<file path="src/hdl/qgmg_pkg.sv">
// Shared types, constants and arithmetic helpers for the gate matrix generator.
// No dependencies; the other RTL modules use this package.
`default_nettype none
package qgmg_pkg;

    localparam int ANGLE_BITS  = 32;
    localparam int COEF_BITS   = 18;
    localparam int QW          = 34;   // internal Q30 value width
    localparam int ZW          = 33;   // CORDIC residual width
    localparam int CORDIC_ITER = 24;
    localparam int IN_DATA_W   = 96;
    localparam int OUT_DATA_W  = ((4 + 2 * COEF_BITS + 7) / 8) * 8;
    localparam int SH          = 30 - (COEF_BITS - 2);

    typedef logic [ANGLE_BITS-1:0]       t_phase;
    typedef logic signed [QW-1:0]        t_q;
    typedef logic signed [COEF_BITS-1:0] t_coef;
    typedef logic [5:0]                  t_gate;

    typedef struct packed {
        logic  valid;
        t_gate gate;
    } t_ctl;

    localparam t_q Q_ONE  = t_q'(64'sd1073741824);
    localparam t_q Q_HALF = t_q'(64'sd536870912);
    localparam t_q Q_SQ   = t_q'(64'sd759250125);
    localparam t_q Q_GAIN = t_q'(64'sd652032874);

    // gate codes
    localparam t_gate G_I     = 6'd0;
    localparam t_gate G_H     = 6'd1;
    localparam t_gate G_X     = 6'd2;
    localparam t_gate G_Y     = 6'd3;
    localparam t_gate G_Z     = 6'd4;
    localparam t_gate G_S     = 6'd5;
    localparam t_gate G_SDG   = 6'd6;
    localparam t_gate G_T     = 6'd7;
    localparam t_gate G_TDG   = 6'd8;
    localparam t_gate G_SX    = 6'd9;
    localparam t_gate G_SXDG  = 6'd10;
    localparam t_gate G_V     = 6'd11;
    localparam t_gate G_VDG   = 6'd12;
    localparam t_gate G_U     = 6'd13;
    localparam t_gate G_U2    = 6'd14;
    localparam t_gate G_P     = 6'd15;
    localparam t_gate G_RX    = 6'd16;
    localparam t_gate G_RY    = 6'd17;
    localparam t_gate G_RZ    = 6'd18;
    localparam t_gate G_SWAP  = 6'd19;
    localparam t_gate G_ISW   = 6'd20;
    localparam t_gate G_ISWDG = 6'd21;
    localparam t_gate G_ECR   = 6'd22;
    localparam t_gate G_DCX   = 6'd23;
    localparam t_gate G_PER   = 6'd24;
    localparam t_gate G_PERDG = 6'd25;
    localparam t_gate G_RXX   = 6'd26;
    localparam t_gate G_RYY   = 6'd27;
    localparam t_gate G_RZZ   = 6'd28;
    localparam t_gate G_RZX   = 6'd29;
    localparam t_gate G_XMY   = 6'd30;
    localparam t_gate G_XPY   = 6'd31;
    localparam t_gate G_FIRST_TWO = 6'd19;
    localparam t_gate G_LAST      = 6'd31;

    // arctangent of 2^-i, a full turn being 2^32
    localparam logic [29:0] ATAN_TAB [CORDIC_ITER] = '{
        30'h20000000, 30'h12E4051D, 30'h09FB385B, 30'h051111D4, 30'h028B0D43,
        30'h0145D7E1, 30'h00A2F61E, 30'h00517C55, 30'h0028BE53, 30'h00145F2E,
        30'h000A2F98, 30'h000517CC, 30'h00028BE6, 30'h000145F3, 30'h0000A2F9,
        30'h0000517C, 30'h000028BE, 30'h0000145F, 30'h00000A2F, 30'h00000517,
        30'h0000028B, 30'h00000145, 30'h000000A2, 30'h00000051};

    localparam logic signed [QW:0] CF_RND = (SH > 0) ? ((QW+1)'(1) << (SH - 1)) : '0;
    localparam logic signed [QW:0] CF_HI  = ((QW+1)'(1) << (COEF_BITS - 1)) - (QW+1)'(1);
    localparam logic signed [QW:0] CF_LO  = -((QW+1)'(1) << (COEF_BITS - 1));

    // Q30 product back to Q30, halves round up
    function automatic t_q qmul_rnd(input logic signed [63:0] p);
        logic signed [63:0] t;
        begin
            t = (p + 64'sd536870912) >>> 30;
            return t[QW-1:0];
        end
    endfunction

    // round Q30 to the output fraction and saturate
    function automatic t_coef to_coef(input t_q v);
        logic signed [QW:0] t;
        begin
            t = ((QW+1)'(v) + CF_RND) >>> SH;
            if (t > CF_HI) begin
                t = CF_HI;
            end else if (t < CF_LO) begin
                t = CF_LO;
            end
            return t[COEF_BITS-1:0];
        end
    endfunction

    // angle field into a phase: sign-extend, keep ANGLE_BITS
    function automatic t_phase angle_in(input logic [31:0] a);
        return t_phase'($signed(a));
    endfunction

endpackage
`default_nettype wire

</file>
<file path="src/hdl/qgmg_serial.sv">
// Entry serialiser: holds one finished matrix and sends it one beat per entry.
// Depends on qgmg_pkg.
`default_nettype none
module qgmg_serial (
    input  wire logic            i_clk,
    input  wire logic            i_rst_n,
    input  wire qgmg_pkg::t_ctl  i_ctl,
    input  wire qgmg_pkg::t_coef i_re [16],
    input  wire qgmg_pkg::t_coef i_im [16],
    output logic                 o_take,
    output logic                 o_tvalid,
    input  wire logic            i_tready,
    output logic [1:0]           o_row,
    output logic [1:0]           o_col,
    output qgmg_pkg::t_coef      o_re,
    output qgmg_pkg::t_coef      o_im,
    output logic                 o_last,
    output logic                 o_bad
);
    import qgmg_pkg::*;

    logic       r_active;
    logic [3:0] r_idx;
    logic       r_dim4;
    logic       r_bad;
    t_coef      r_re [16];
    t_coef      r_im [16];
    logic       n_beat;
    logic       n_end;
    logic       n_last;

    // last entry of this matrix
    always_comb begin
        if (r_bad) begin
            n_last = 1'b1;
        end else if (r_dim4) begin
            n_last = (r_idx == 4'd15);
        end else begin
            n_last = (r_idx == 4'd3);
        end
    end

    assign n_beat = r_active && i_tready;
    assign n_end  = n_beat && n_last;
    assign o_take = !r_active || n_end;

    // load a new matrix, or step through the held one
    always_ff @(posedge i_clk) begin
        if (!i_rst_n) begin
            r_active <= 1'b0;
            r_idx    <= '0;
        end else if (i_ctl.valid && o_take) begin
            r_active <= 1'b1;
            r_idx    <= '0;
            r_dim4   <= (i_ctl.gate >= G_FIRST_TWO) && (i_ctl.gate <= G_LAST);
            r_bad    <= (i_ctl.gate > G_LAST);
            r_re     <= i_re;
            r_im     <= i_im;
        end else if (n_end) begin
            r_active <= 1'b0;
        end else if (n_beat) begin
            r_idx <= r_idx + 4'd1;
        end
    end

    assign o_tvalid = r_active;
    assign o_row    = r_dim4 ? r_idx[3:2] : {1'b0, r_idx[1]};
    assign o_col    = r_dim4 ? r_idx[1:0] : {1'b0, r_idx[0]};
    assign o_re     = r_re[r_idx];
    assign o_im     = r_im[r_idx];
    assign o_last   = n_last;
    assign o_bad    = r_bad;

endmodule
`default_nettype wire

</file>
<file path="config.mk">
export PLATFORM = sky130hd
export DESIGN_NAME = qgmg_serial
export DESIGN_NICKNAME = d
export VERILOG_FILES = /design/src/hdl/qgmg_pkg.sv /design/src/hdl/qgmg_serial.sv
export SDC_FILE = /design/constraint.sdc
export NUM_CORES = 1
export LEC_CHECK = 0
export BUFFER_PORTS_ARGS = -buffer_cell sky130_fd_sc_hd__buf_2
export CORE_AREA = 2 2 246 248
export DETAILED_ROUTE_END_ITERATION = 6
export DIE_AREA = 0 0 248 250
export PLACE_DENSITY = 0.64
export REMOVE_ABC_BUFFERS = 1
export SETUP_SLACK_MARGIN = 0.2
export SLEW_MARGIN = 20
export SYNTH_ARGS = -nofsm -noshare
export SYNTH_HDL_FRONTEND = slang
export SYNTH_SLANG_ARGS = --single-unit
</file>
<file path="constraint.sdc">
create_clock -name i_clk -period 37.7 [get_ports i_clk]
set_input_delay 7.54 -clock i_clk [delete_from_list [all_inputs] [get_ports i_clk]]
set_output_delay 7.54 -clock i_clk [all_outputs]
set_load 0.05 [all_outputs]
</file>
==> impl_metrics.toml <==
[run_status]
status = "finished clean"

[power_and_ir_drop]
irDropWorstVdd_uv = 45.0
p_int_mw = 1.11
leakagePower_nw = 9.94
p_total_mw = 1.40
p_per_area_nw_per_um2 = 50.3
seq_power_share = 0.538
clock_power_share = 0.408
p_sw_frac = 0.209
power_switching_mw = 0.293
p_comb_frac = 0.054

[clock_network]
cts-htree-levels = 2
cts_setup_buffers = 0
clock_latency_ns = 0.61
cts_resized = 0
postCtsHoldBufs = 0
cts_tree = "yes"
cts.sink_count = 583
cts_root_buf = "clkbuf_16"
numCtsBuffers = 59
clockBufferDepth = 3
clkTransAtPathRegs_ns = 0.06

[critical_path]
worstSetupStartpointType = "input pin"
path_cells = "buf_2 > inv_1 > o21ai_0 > buf_2"
worstPathMaxFanout = 3
crit_required_ns = 30.16
crit_path_max_incr_delay_ns = 0.32
cp.arrival_ns = 8.26
crit_top_cell = "buf_2"
crit_type = "in -> out"
critPathCaptureType = "output port"
crit_slowest_cell = "buf_2"

[layout]
final_cells = 2424
areaGrowthSynthToFinish_pct = 27.4
drive_gt1_frac = 0.544
design_area_sq_um = 27800
fin_nets = 2164

[global_routing]
grt_max_degree = 181
grt_use_total = 0.177
grt_pass1_wl_um = 79700
grt.overflow.total = 0
antenna_found_initial = 30
first_global_vias = 12784

[place]
place.gp.congestion = 0.858
port_buffers = 629
dp.cells = 2297
place_hpwl_um = 38300
place_area_sq_um = 25900

[sta]
setup_violations = 0
skew_ns = 0.0189
setup-tns-final_ns = 0
period_share = 0.419
timing.fmax_mhz = 63.3
fin_crit_ns = 15.80
timing.slew.headroom = 0.245
hold_viol_final = 0
worstMarginPinSlew_ns = 1.13
rsz0062_at_grt = "no"
drv_slew = 0

[route]
wl_um = 56100
post_drt_wl_per_cell_um = 23.1
dr.pass1.iters = 7
vias_per_cell = 4.96
via_count = 12026
drtIter0Drc = 801
ant_nets = 0
route.detailed.drc = 0

[logic_synthesis]
ys_ff_latch = 583
synthTopCellsByArea = "edfxtp_1 79%, mux4_2 15%, a22oi_1 2.5%"
synth_top_area_cell = "edfxtp_1"
syn-cell-area_sq_um = 21900
syn_inst = 923
ys_types = 32
synth_enable_flop_cells = 578
synth_common_cells = "578 x edfxtp_1, 144 x mux4_2, 72 x a22oi_1"
ys_warn_count = 0
seq_area_frac_synth = 0.799
avgSynthCellArea_sq_um = 23.7
yosysMostFrequentCell = "edfxtp_1"
synth-main-ff-cell = "edfxtp_1"
yosys.area.top_type_share = 0.794
async_flop_share = 0

[floorplan]
die_x_um = 248
die_area_sq_um = 62000
start_util = 0.367
ios = 630
rows = 90
die_h_um = 250
core-area_sq_um = 59600

[hold_path]
worstHoldPathType = "reg -> reg"

[flow_run]
cap_violations = 0
power groups by stage:
stage | clock network [mW] | registers (mW) | logic (mW)
6_report | 0.572 | 0.753 | 0.0751
5_1_grt | 0.610 | 0.755 | 0.0813
4_1_cts | 0.586 | 0.753 | 0.0762
3_5_place_dp | 0 | 0.767 | 0.0760
3_3_place_gp | 0 | 0.765 | 0.0741
2_1_floorplan | 0 | 0.783 | 0.0350
layout make-up:
cell class	instances	area [sq um]
fillers	5020	31700
flip-flops and latches	583	17500
multi-input cells	286	4190
repair buffers	642	3270
clock buffers	66	1520
well taps	782	978
clock inverters	43	367
diodes	18	45.0
inverters	4	15.0
routing by layer:
metal	vias to the layer above	global-route usage	routed length (um)
li1	5296	-	-
met1	6073	0.210	20600
met2	511	0.299	28700
met3	124	0.0557	5100
met4	22	0.0659	1500
met5	-	0	137
path summary, 6_finish.rpt:
path / endpoint / start / depth (start not counted) / slack [ns]
max: o_take / i_tready / 4 / 21.90
min: o_tvalid$_SDFFE_PN0P_ / o_tvalid$_SDFFE_PN0P_ / 2 / 0.62
min reg2reg: o_tvalid$_SDFFE_PN0P_ / o_tvalid$_SDFFE_PN0P_ / 2 / 0.62
max reg2reg: r_im[77]$_DFFE_PP_ / r_idx[0]$_SDFFE_PP0P_ / 7 / 32.77
logic make-up (layout without fill, tap and decap cells):
family                     after synthesis  count (layout)  synth area share
adders and majority gates                2               2           0.00114
DFF                                    583             583             0.799
other                                    0              18                 0
xor gates and xnor gates                 3               3           0.00155
muxes                                  145             145             0.149
buffers and inverters                   54             755            0.0109
AOI/OAI and AO/OA                       85              85            0.0286
and+or+nand+nor                         51              51           0.00996
critical path, delay by kind of cell:
family          cells  cell delay [ns]
compound gates      1             0.26
buf+inv             3             0.45
layout by cell type, fill, tap and decap left out, types with 3 or more instances in the layout:
cell        Yosys  final
inv_1           3      3
buf_4           2     11
mux4_2        144    144
inv_6           0      3
clkinv_2        0      8
diode_2         0     18
edfxtp_1      578    578
clkinv_1        0     17
o21ai_0         3      3
a22oi_1        72     72
clkbuf_16       0     60
clkinvlp_4      0      7
buf_2          17    629
dfxtp_1         5      3
clkbuf_1       18      6
nand2_1        38     38
bufinv_16       0      5
a21oi_1         3      3
through the flow:
| step | setup WS [ns] | utilization | hold WS, ns |
|---|---|---|---|
| 2_1_floorplan | 14.69 | - | 0.498 |
| 3_3_place_gp | 21.92 | 0.435 | 0.587 |
| 3_5_place_dp | 21.89 | 0.435 | 0.620 |
| 4_1_cts | 21.89 | 0.467 | 0.628 |
| 5_1_grt | 21.83 | 0.467 | 0.667 |
| 6_report | 21.90 | 0.468 | 0.623 |
state kept, by name (all words and copies together), names as in the netlist:
signal,count
o_bad,1
o_tvalid,1
r_dim4,1
r_idx,4
r_im,288
r_re,288
No activity file was read; power rests on OpenSTA's default activity.
